**config.mk**
```make
export PLATFORM = sky130hd
export DESIGN_NAME = bounded_array_list_unit
export DESIGN_NICKNAME = d
export VERILOG_FILES = /design/src/design/bal_pkg.sv /design/src/design/bal_cell.sv /design/src/design/bounded_array_list_unit.sv
export SDC_FILE = /design/constraint.sdc
export NUM_CORES = 2
export LEC_CHECK = 0
export BUFFER_PORTS_ARGS = -buffer_cell sky130_fd_sc_hd__buf_2
export CORE_ASPECT_RATIO = 0.5
export CORE_UTILIZATION = 40
export DETAILED_ROUTE_END_ITERATION = 8
export RECOVER_POWER = 25
export SKIP_CTS_REPAIR_TIMING = 1
export SLEW_MARGIN = 15
export SYNTH_ARGS = -nofsm -noshare
export SYNTH_HDL_FRONTEND = slang
export SYNTH_HIERARCHICAL = 1
export SYNTH_SLANG_ARGS = --single-unit
```
**constraint.sdc**
```tcl
create_clock -name clk -period 13.3 [get_ports clk]
set_input_delay 2.66 -clock clk [delete_from_list [all_inputs] [get_ports clk]]
set_output_delay 2.66 -clock clk [all_outputs]
set_load 0.02 [all_outputs]
```
**src/design/bal_pkg.sv**
```systemverilog
// Shared constants, types and payload structs for the bounded array list unit.
package bal_pkg;

  localparam int DEPTH     = 16;
  localparam int IDX_W     = $clog2(DEPTH);
  localparam int CNT_W     = $clog2(DEPTH + 1);
  localparam int WORD_W    = 32;
  localparam int CMD_W     = 4;
  localparam int POS_W     = 4;
  localparam int OUT_CNT_W = 5;

  localparam logic [CMD_W-1:0] CMD_INS_FRONT  = 4'd0;
  localparam logic [CMD_W-1:0] CMD_INS_REAR   = 4'd1;
  localparam logic [CMD_W-1:0] CMD_INS_SORTED = 4'd2;
  localparam logic [CMD_W-1:0] CMD_DEL_FRONT  = 4'd3;
  localparam logic [CMD_W-1:0] CMD_DEL_REAR   = 4'd4;
  localparam logic [CMD_W-1:0] CMD_DEL_AT     = 4'd5;
  localparam logic [CMD_W-1:0] CMD_DEL_FIRST  = 4'd6;
  localparam logic [CMD_W-1:0] CMD_DEL_ALL    = 4'd7;
  localparam logic [CMD_W-1:0] CMD_SEARCH     = 4'd8;

  typedef enum logic [1:0] {
    ST_IDLE,
    ST_RUN,
    ST_WAIT
  } state_t;

  typedef enum logic [1:0] {
    CELL_HOLD,
    CELL_INS,
    CELL_DEL
  } cell_op_t;

  // How a cell decides that it is the target position.
  typedef enum logic [2:0] {
    MK_NONE,
    MK_ZERO,
    MK_COUNT,
    MK_LAST,
    MK_POS,
    MK_EQ,
    MK_SORT
  } mark_mode_t;

  typedef struct packed {
    cell_op_t                 op;
    mark_mode_t               mode;
    logic signed [WORD_W-1:0] key;
    logic [POS_W-1:0]         position;
    logic [CNT_W-1:0]         count;
  } cell_ctrl_t;

  // Passed from cell to cell: target seen so far, and the word at the target.
  typedef struct packed {
    logic                     after;
    logic signed [WORD_W-1:0] pick;
  } chain_t;

  typedef struct packed {
    logic [CMD_W-1:0]         command;
    logic signed [WORD_W-1:0] value;
    logic [POS_W-1:0]         position;
  } req_t;

  typedef struct packed {
    logic                     ok;
    logic                     found;
    logic signed [WORD_W-1:0] element;
    logic [OUT_CNT_W-1:0]     removed_count;
    logic [OUT_CNT_W-1:0]     entry_count;
  } rsp_t;

endpackage

```
**src/design/bal_cell.sv**
```systemverilog
// One list slot: holds a word, finds the target position and shifts with its neighbors.
module bal_cell (
  input  logic                              clk,
  input  logic [bal_pkg::IDX_W-1:0]         index,
  input  bal_pkg::cell_ctrl_t               ctrl,
  input  logic signed [bal_pkg::WORD_W-1:0] left_word,
  input  logic signed [bal_pkg::WORD_W-1:0] right_word,
  input  bal_pkg::chain_t                   chain_in,
  output bal_pkg::chain_t                   chain_out,
  output logic signed [bal_pkg::WORD_W-1:0] word
);
  import bal_pkg::*;

  logic             valid;
  logic             eq;
  logic             gt;
  logic             mark_raw;
  logic             mark;
  logic             at;
  logic [CNT_W-1:0] idx_c;

  assign idx_c = CNT_W'(index);
  assign valid = idx_c < ctrl.count;
  assign eq    = valid && (word == ctrl.key);
  assign gt    = valid && (word > ctrl.key);

  always_comb begin
    unique case (ctrl.mode)
      MK_NONE:  mark_raw = 1'b0;
      MK_ZERO:  mark_raw = (index == '0);
      MK_COUNT: mark_raw = (idx_c == ctrl.count);
      MK_LAST:  mark_raw = ((idx_c + CNT_W'(1)) == ctrl.count);
      MK_POS:   mark_raw = (32'(index) == 32'(ctrl.position));
      MK_EQ:    mark_raw = eq;
      MK_SORT:  mark_raw = gt || (idx_c == ctrl.count);
      default:  mark_raw = 1'b0;
    endcase
  end

  // inserts may target the first free slot; everything else only valid slots
  assign mark = (ctrl.op == CELL_INS) ? mark_raw : (mark_raw && valid);
  assign at   = mark && !chain_in.after;

  assign chain_out.after = chain_in.after || mark;
  assign chain_out.pick  = at ? word : chain_in.pick;

  always_ff @(posedge clk) begin
    unique case (ctrl.op)
      CELL_INS: begin
        if (at) begin
          word <= ctrl.key;
        end else if (chain_in.after) begin
          word <= left_word;
        end
      end
      CELL_DEL: begin
        if (chain_out.after) begin
          word <= right_word;
        end
      end
      default: ;
    endcase
  end

endmodule

```
**src/design/bounded_array_list_unit.sv**
```systemverilog
// Top level of the bounded array list unit: command sequencer around a row of list cells.
//
// Usage:
//   req channel (req_valid / req_stall / req_data) carries one command: insert front,
//   rear or sorted, delete front, rear, at position, first match or all matches, search.
//   rsp channel (rsp_valid / rsp_stall / rsp_data) returns one result per command:
//   ok, found, element, removed_count and entry_count after the command.
//   Words live in a row of DEPTH cells; every cell compares its word with the key and
//   the row shifts right (insert) or left (delete) from the target on, the target found by a
//   flag passed from cell to cell.
// Timing:
//   A command is taken in ST_IDLE and executed in ST_RUN from the next cycle; the result
//   is registered and shows on rsp once the output slot is free. A new command is not
//   taken until the last is done. Delete all matches removes one match per execute cycle.
//   req_stall is high while a command is in progress.
// Reset: rst empties the list and drops any pending result.
// Stall: while rsp_stall holds a result, one more command is taken and executed; its
//   result waits in a holding register and no further command is taken until it moves.
module bounded_array_list_unit (
  input  logic            clk,
  input  logic            rst,
  input  logic            req_valid,
  output logic            req_stall,
  input  bal_pkg::req_t   req_data,
  output logic            rsp_valid,
  input  logic            rsp_stall,
  output bal_pkg::rsp_t   rsp_data
);
  import bal_pkg::*;

  state_t                   state;
  state_t                   state_next;
  logic [CMD_W-1:0]         cmd_r;
  logic signed [WORD_W-1:0] key_r;
  logic [POS_W-1:0]         pos_r;
  logic                     ok_pre;
  logic [CNT_W-1:0]         count;
  logic [CNT_W-1:0]         count_next;
  logic [CNT_W-1:0]         removed_r;
  logic [CNT_W-1:0]         removed_next;
  rsp_t                     res;
  rsp_t                     res_r;
  logic                     done;
  logic                     full;
  logic                     accept;
  logic                     slot_free;
  logic                     load_out;
  logic                     hit;
  logic signed [WORD_W-1:0] pick;
  cell_ctrl_t               ctrl;

  logic signed [WORD_W-1:0] words [DEPTH];
  chain_t                   chain [DEPTH+1];

  assign full      = (count == CNT_W'(DEPTH));
  assign req_stall = (state != ST_IDLE);
  assign accept    = req_valid && !req_stall;
  assign slot_free = !rsp_valid || !rsp_stall;
  assign load_out  = ((state == ST_RUN) && done && slot_free) ||
                     ((state == ST_WAIT) && slot_free);
  assign hit       = chain[DEPTH].after;
  assign pick      = chain[DEPTH].pick;
  assign chain[0]  = '0;

  genvar gi;
  generate
    for (gi = 0; gi < DEPTH; gi++) begin : g_cell
      bal_cell u_cell (
        .clk        (clk),
        .index      (IDX_W'(gi)),
        .ctrl       (ctrl),
        .left_word  ((gi == 0) ? key_r : words[(gi == 0) ? 0 : gi - 1]),
        .right_word ((gi == DEPTH - 1) ? words[gi] : words[(gi == DEPTH - 1) ? gi : gi + 1]),
        .chain_in   (chain[gi]),
        .chain_out  (chain[gi + 1]),
        .word       (words[gi])
      );
    end
  endgenerate

  // cell control decode
  always_comb begin
    ctrl.op       = CELL_HOLD;
    ctrl.mode     = MK_NONE;
    ctrl.key      = key_r;
    ctrl.position = pos_r;
    ctrl.count    = count;
    if (state == ST_RUN) begin
      unique case (cmd_r)
        CMD_INS_FRONT: begin
          ctrl.op   = full ? CELL_HOLD : CELL_INS;
          ctrl.mode = full ? MK_NONE : MK_ZERO;
        end
        CMD_INS_REAR: begin
          ctrl.op   = full ? CELL_HOLD : CELL_INS;
          ctrl.mode = full ? MK_NONE : MK_COUNT;
        end
        CMD_INS_SORTED: begin
          ctrl.op   = full ? CELL_HOLD : CELL_INS;
          ctrl.mode = full ? MK_NONE : MK_SORT;
        end
        CMD_DEL_FRONT: begin
          ctrl.op   = CELL_DEL;
          ctrl.mode = MK_ZERO;
        end
        CMD_DEL_REAR: begin
          ctrl.op   = CELL_DEL;
          ctrl.mode = MK_LAST;
        end
        CMD_DEL_AT: begin
          ctrl.op   = CELL_DEL;
          ctrl.mode = MK_POS;
        end
        CMD_DEL_FIRST, CMD_DEL_ALL: begin
          ctrl.op   = CELL_DEL;
          ctrl.mode = MK_EQ;
        end
        CMD_SEARCH: begin
          ctrl.op   = CELL_HOLD;
          ctrl.mode = MK_EQ;
        end
        default: ;
      endcase
    end
  end

  // result and count update
  always_comb begin
    res          = '0;
    done         = 1'b1;
    count_next   = count;
    removed_next = removed_r;
    if (state == ST_RUN) begin
      unique case (cmd_r)
        CMD_INS_FRONT, CMD_INS_REAR, CMD_INS_SORTED: begin
          if (!full) begin
            res.ok     = 1'b1;
            count_next = count + CNT_W'(1);
          end
        end
        CMD_DEL_FRONT, CMD_DEL_REAR, CMD_DEL_AT, CMD_DEL_FIRST: begin
          res.ok = (cmd_r == CMD_DEL_FIRST) ? (count != '0) : hit;
          if (hit) begin
            res.found         = 1'b1;
            res.element       = pick;
            res.removed_count = OUT_CNT_W'(1);
            count_next        = count - CNT_W'(1);
          end
        end
        CMD_DEL_ALL: begin
          if (hit) begin
            done         = 1'b0;
            count_next   = count - CNT_W'(1);
            removed_next = removed_r + CNT_W'(1);
          end else begin
            res.ok            = ok_pre;
            res.found         = (removed_r != '0);
            res.element       = (removed_r != '0) ? key_r : '0;
            res.removed_count = OUT_CNT_W'(removed_r);
          end
        end
        CMD_SEARCH: begin
          res.ok      = 1'b1;
          res.found   = hit;
          res.element = hit ? pick : '0;
        end
        default: ;
      endcase
    end
    res.entry_count = OUT_CNT_W'(count_next);
  end

  // next state
  always_comb begin
    state_next = state;
    unique case (state)
      ST_IDLE: begin
        if (accept) begin
          state_next = ST_RUN;
        end
      end
      ST_RUN: begin
        if (done) begin
          state_next = slot_free ? ST_IDLE : ST_WAIT;
        end
      end
      ST_WAIT: begin
        if (slot_free) begin
          state_next = ST_IDLE;
        end
      end
      default: state_next = ST_IDLE;
    endcase
  end

  always_ff @(posedge clk) begin
    if (rst) begin
      state     <= ST_IDLE;
      count     <= '0;
      rsp_valid <= 1'b0;
    end else begin
      state <= state_next;
      count <= count_next;
      if (load_out) begin
        rsp_valid <= 1'b1;
      end else if (!rsp_stall) begin
        rsp_valid <= 1'b0;
      end
    end
  end

  always_ff @(posedge clk) begin
    if (accept) begin
      cmd_r     <= req_data.command;
      key_r     <= req_data.value;
      pos_r     <= req_data.position;
      ok_pre    <= (count != '0);
      removed_r <= '0;
    end else if (state == ST_RUN) begin
      removed_r <= removed_next;
    end
    if ((state == ST_RUN) && done) begin
      res_r <= res;
    end
    if (load_out) begin
      rsp_data <= (state == ST_WAIT) ? res_r : res;
    end
  end

endmodule
```
[After elaboration in Yosys (flattened, before gate mapping)]
Cells that the tools add are included.
Widths: inputs -> output; s select.
Operators by class
  muxes and demuxes: 140
  add/subtract/negate cells: 3
  $lt $le $gt $ge: 32
  reduce and logical (&&, ||, !) cells: 149
  equality and inequality tests: 100
Operators with widths (number)
  $mux 32: 64
  $pmux 32 s2: 15
  $eq 32x32->1: 16
  $gt 32x32->1: 16
  $pmux 33 s3: 1
  $mux 39: 2
  $pmux 1 s5: 15
  $logic_and 1x1->1: 67
  $reduce_and 3->1: 17
  $mux 44: 1
  $ne 3x1->1 const B: 14
  $eq 4x5->1 const A: 8
  $lt 4x5->1 const A: 8
  $pmux 5 s8: 1
  $mux 38: 1
  $ne 2x1->1 const B: 17
  $logic_or 1x1->1: 33
  $eq 4x4->1 const A: 8
  $mux 1: 25
  $eq 3x5->1 const A: 4
  $lt 3x5->1 const A: 4
  $mux 5: 4
  $pmux 5 s2: 2
  $logic_not 1->1: 18
  36 further kinds: 63
Word-level totals
  output and inout port bits: 46
  flip-flop bits (word level): 654
  input port bits: 44

[Logic depth before layout (Yosys ltp)]
  word-level depth: 30
  depth in mapped cells: 51

[Modules after synthesis]
Netlist, hierarchy kept.
By module, submodules not included
  bal_cell (g_cell[0].u_cell ...): cells an instance 323, instances 15, area each 3472.1 µm²
  bounded_array_list_unit: cells an instance 419, instances 1, area each 5967.0 µm²
  bal_cell (g_cell[14].u_cell): cells an instance 422, instances 1, area each 3866.2 µm²

[Worst setup path after synthesis]
Ideal clock, no wire load.
  kind: register -> register
  start: reg count[2]
  end: reg rsp_data[0] (netlist name), enable pin
  data required time: 12.840 ns
  stages on the path, launching flop included: 47
  arrival: 13.022 ns
  path slack: -0.182 ns
  clock period less this slack: 13.482 ns
  path through: dfxtp_1 > buf_6 > and4bb_2 > nor2_1 > nand2_1 > a21o_1 > a21oi_1 > nor2b_1 > nand3_1 > o32ai_1 > a211oi_1 > nand2_1 > a22oi_1 > nand2_1 > inv_1 > nand2_1 > inv_1 > nand2_1 > [... 11 more ...] > nand2_1 > inv_1 > nand2_1 > inv_1 > nand2_1 > inv_1 > nand2_1 > inv_1 > nand2_1 > inv_1 > nand2_1 > or2_2 > inv_1 > nand2_1 > clkbuf_1 > a21oi_1 > nor2_1 > a21oi_1
RTL lines
  from (decl): RTL line bounded_array_list_unit.sv:37  | logic [CNT_W-1:0] count;
  from (signal assigned): RTL line bounded_array_list_unit.sv:203  | count <= count_next;
  to (signal assigned): RTL line bounded_array_list_unit.sv:226  | rsp_data <= (state == ST_WAIT) ? res_r : res;
  to (decl): RTL line bounded_array_list_unit.sv:27  | output bal_pkg::rsp_t rsp_data

==> flow_summary.json <==
{
  "outcome": "complete, but fails checks",
  "violations": "capacitance limit, slew limit",
  "ant_nets": 0,
  "die_h_um": 280.2,
  "die_x_um": 558.4,
  "ys_warn_count": 6,
  "grt_pass1_wl_mm": 265.9,
  "p_leak_nw": 28.71,
  "synth_top_cell_by_area": "edfxtp_1",
  "hp-class": "reg -> reg",
  "worstPathRequired_ns": 13.70,
  "critPathMaxFanout": 44,
  "grt_use_met3": 0.03349,
  "tightestPinTransition_ns": 3.216,
  "async_flop_share": 0,
  "gr-usage-met2": 0.3121,
  "antenna_found_initial": 4,
  "area_growth_pct": 10.09,
  "crit_type": "reg -> reg",
  "numCtsBuffers": 74,
  "postRouteWirelength_mm": 174.2,
  "nets": 6732,
  "ir_drop_uv": 88.60,
  "die_area_um2": 156500,
  "crit_slowest_cell": "clkbuf_1",
  "cap_violations": 8,
  "post-synth-top-count-cell": "mux2_2",
  "setup_viol": 0,
  "synth_common_cells": "1220 x mux2_2, 681 x inv_1, 644 x ha_1",
  "fmax_ghz": 0.09647,
  "finClkSkew_ns": 0.03149,
  "initial_core_util": 0.4056,
  "num_rows": 101,
  "drive_gt1_frac": 0.3020,
  "arrival_ns": 10.77,
  "synth-main-ff-cell": "edfxtp_1",
  "fill_cells": 14550,
  "fin_setup_tns_ns": 0,
  "grt_max_degree": 98,
  "yosysSeqAreaShare": 0.3151,
  "multiInputGateArea_um2": 39950,
  "synth_edf_count": 641,
  "slew_viol_final": 282,
  "drt-initial-drc-count": 3746,
  "hold_slack_ns": 0.5208,
  "cp-end-kind": "flip-flop",
  "clkLatencyLatePin_ns": 0.67,
  "port_buffers": 89,
  "min_period_over_period": 0.7794,
  "gr-max-usage-layer": "met1",
  "drcViolationCount": 0,
  "hpwl_mm": 134.1,
  "clockRootBuffer": "clkbuf_16",
  "netlist_area_um2": 61910,
  "post_drt_wl_per_cell_um": 21.34,
  "synth.top_cell.area_share": 0.3109,
  "avgViaCountPerCell": 5.438,
  "crit_top_cell": "mux2_2",
  "cts_sinks": 654,
  "rsz0062_at_grt": "no",
  "io_pins": 90,
  "grt_pass1_vias": 42550,
  "use_met1": 0.3435,
  "dr_total_vias": 44410,
  "clockBufferDepth": 3,
  "finalWeightedCongestion": 0.9108,
  "synth-seq-cells": 654,
  "path_clk_slew_ns": 0.06,
  "core_um2": 152700,
  "critPathLaunchType": "flip-flop",
  "min_period_ns": 10.37,
  "seqCellArea_um2": 19510,
  "track_usage": 0.2201,
  "synthTopCellsByArea": "edfxtp_1 31%, mux2_2 22%, ha_1 13%",
  "first_pass_iters": 5,
  "grt_overflow": 0,
  "htreeDepth": 3,
  "hold_viol_final": 0,
  "netlist_instances": 5686,
  "syn_area_per_cell_um2": 10.89,
  "cts_tree": "yes",
  "synthDistinctLibCells": 76,
  "slew_headroom": -1.144,
  "cp_slowest_stage_delay_ns": 0.96,
  "powerDensity_nw_per_um2": 81.17
}
-- cell usage in the layout, fill, tap and decap left out, types with 17 or more instances in the layout --
cell | netlist | final
mux2_2 | 1220 | 1220
inv_1 | 681 | 681
ha_1 | 644 | 643
edfxtp_1 | 641 | 641
conb_1 | 2 | 310
a21oi_1 | 271 | 267
mux2_4 | 238 | 225
nand2_1 | 213 | 213
nor2_1 | 136 | 132
nand3_1 | 128 | 128
nor2b_1 | 115 | 114
buf_4 | 46 | 112
nand4_1 | 100 | 100
o21ai_0 | 98 | 98
clkbuf_1 | 82 | 83
clkbuf_16 | 0 | 76
a21o_1 | 72 | 72
xor2_1 | 70 | 70
xnor2_1 | 65 | 65
nand2b_1 | 54 | 54
and2_1 | 52 | 52
o211ai_1 | 50 | 50
a221o_1 | 48 | 48
o31ai_1 | 47 | 47
buf_2 | 41 | 42
o221ai_1 | 33 | 33
nor4b_1 | 32 | 32
nor3_1 | 23 | 23
o21a_1 | 20 | 19
a211oi_1 | 33 | 18
a221oi_1 | 17 | 18
and3_1 | 18 | 17
a21boi_0 | 17 | 17
o22ai_1 | 17 | 17
or2_2 | 17 | 17
-- cell type report --
class	count	area share
multi-input combinational	4422	0.5861
clock inverter	29	0.003543
clock buffer	105	0.02979
tap	2060	0.03782
antenna	4	0.0001469
timing repair buffer	211	0.01880
sequential	654	0.2863
inverter	681	0.03750
-- power by group --
group / leakage [nW] / total (mW) / switching, mW / internal (mW)
combinational: 21.6 / 1.04 / 0.591 / 0.449
sequential: 5.96 / 2.47 / 0.104 / 2.37
clock: 1.10 / 2.02 / 0.910 / 1.11
total: 28.7 / 5.53 / 1.60 / 3.93
-- state kept, by name (all words and copies together) (netlist names) --
signal and cells:
cmd_r 4, count 5, g_cell.u_cell/word 512, key_r 32, ok_pre 1, pos_r 4, removed_r 5, res_r 44
rsp_data 44, rsp_valid 1, state 2
-- cell families (layout without fill, tap and decap cells) --
kind of cell / after synthesis / after routing / share of synthesized area
buffers and inverters: 918 / 1026 / 0.06535
multiplexers: 1460 / 1460 / 0.2799
AND/OR/NAND/NOR: 1044 / 1044 / 0.09920
adder cells (fa/ha/maj): 644 / 644 / 0.1301
XOR/XNOR: 135 / 135 / 0.01910
flip-flops: 654 / 654 / 0.3151
AO/OA/AOI/OAI: 829 / 829 / 0.09106
other: 2 / 314 / 0.0001213
-- metal layers --
layer,share of wire,routed length (um),vias to the layer above
li1,-,-,21610
met2,0.40,69850,1095
met1,0.52,90480,21550
met4,0.019,3342,0
met5,0,0,-
met3,0.061,10570,155
-- stage by stage --
| stage | power [mW] | util | area [um2] | worst slack, ns | cells |
|---|---|---|---|---|---|
| 5_1_grt | 5.768 | 0.4464 | 68150 | 2.401 | 8162 |
| 4_1_cts | 5.566 | 0.4475 | 68310 | 3.551 | 8162 |
| 2_1_floorplan | 3.213 | - | 63070 | 0.7558 | 5994 |
| 3_5_place_dp | 3.534 | 0.4326 | 66030 | 3.571 | 8028 |
| 3_3_place_gp | 3.519 | 0.4326 | 66030 | 3.642 | 8028 |
| 6_report | 5.532 | 0.4465 | 68160 | 2.934 | 8166 |
-- worst max-delay path, delay by kind of cell, from the launching register on --
kind | cells | cell delay (ns)
buffers and inverters | 4 | 2.09
muxes | 16 | 4.53
and+or+nand+nor | 5 | 0.72
DFF | 1 | 0.90
adders and majority gates | 1 | 0.26
AOI/OAI and AO/OA | 7 | 1.52
-- worst paths after layout --
kind                  end  cells after the start  slack [ns]       from
max          rsp_data[31]                     33        2.93   count[1]
min              state[1]                      2        0.52  rsp_valid
max reg2reg  rsp_data[31]                     33        2.93   count[1]
min reg2reg      state[1]                      2        0.52  rsp_valid
No activity file was read; power rests on OpenSTA's default activity.
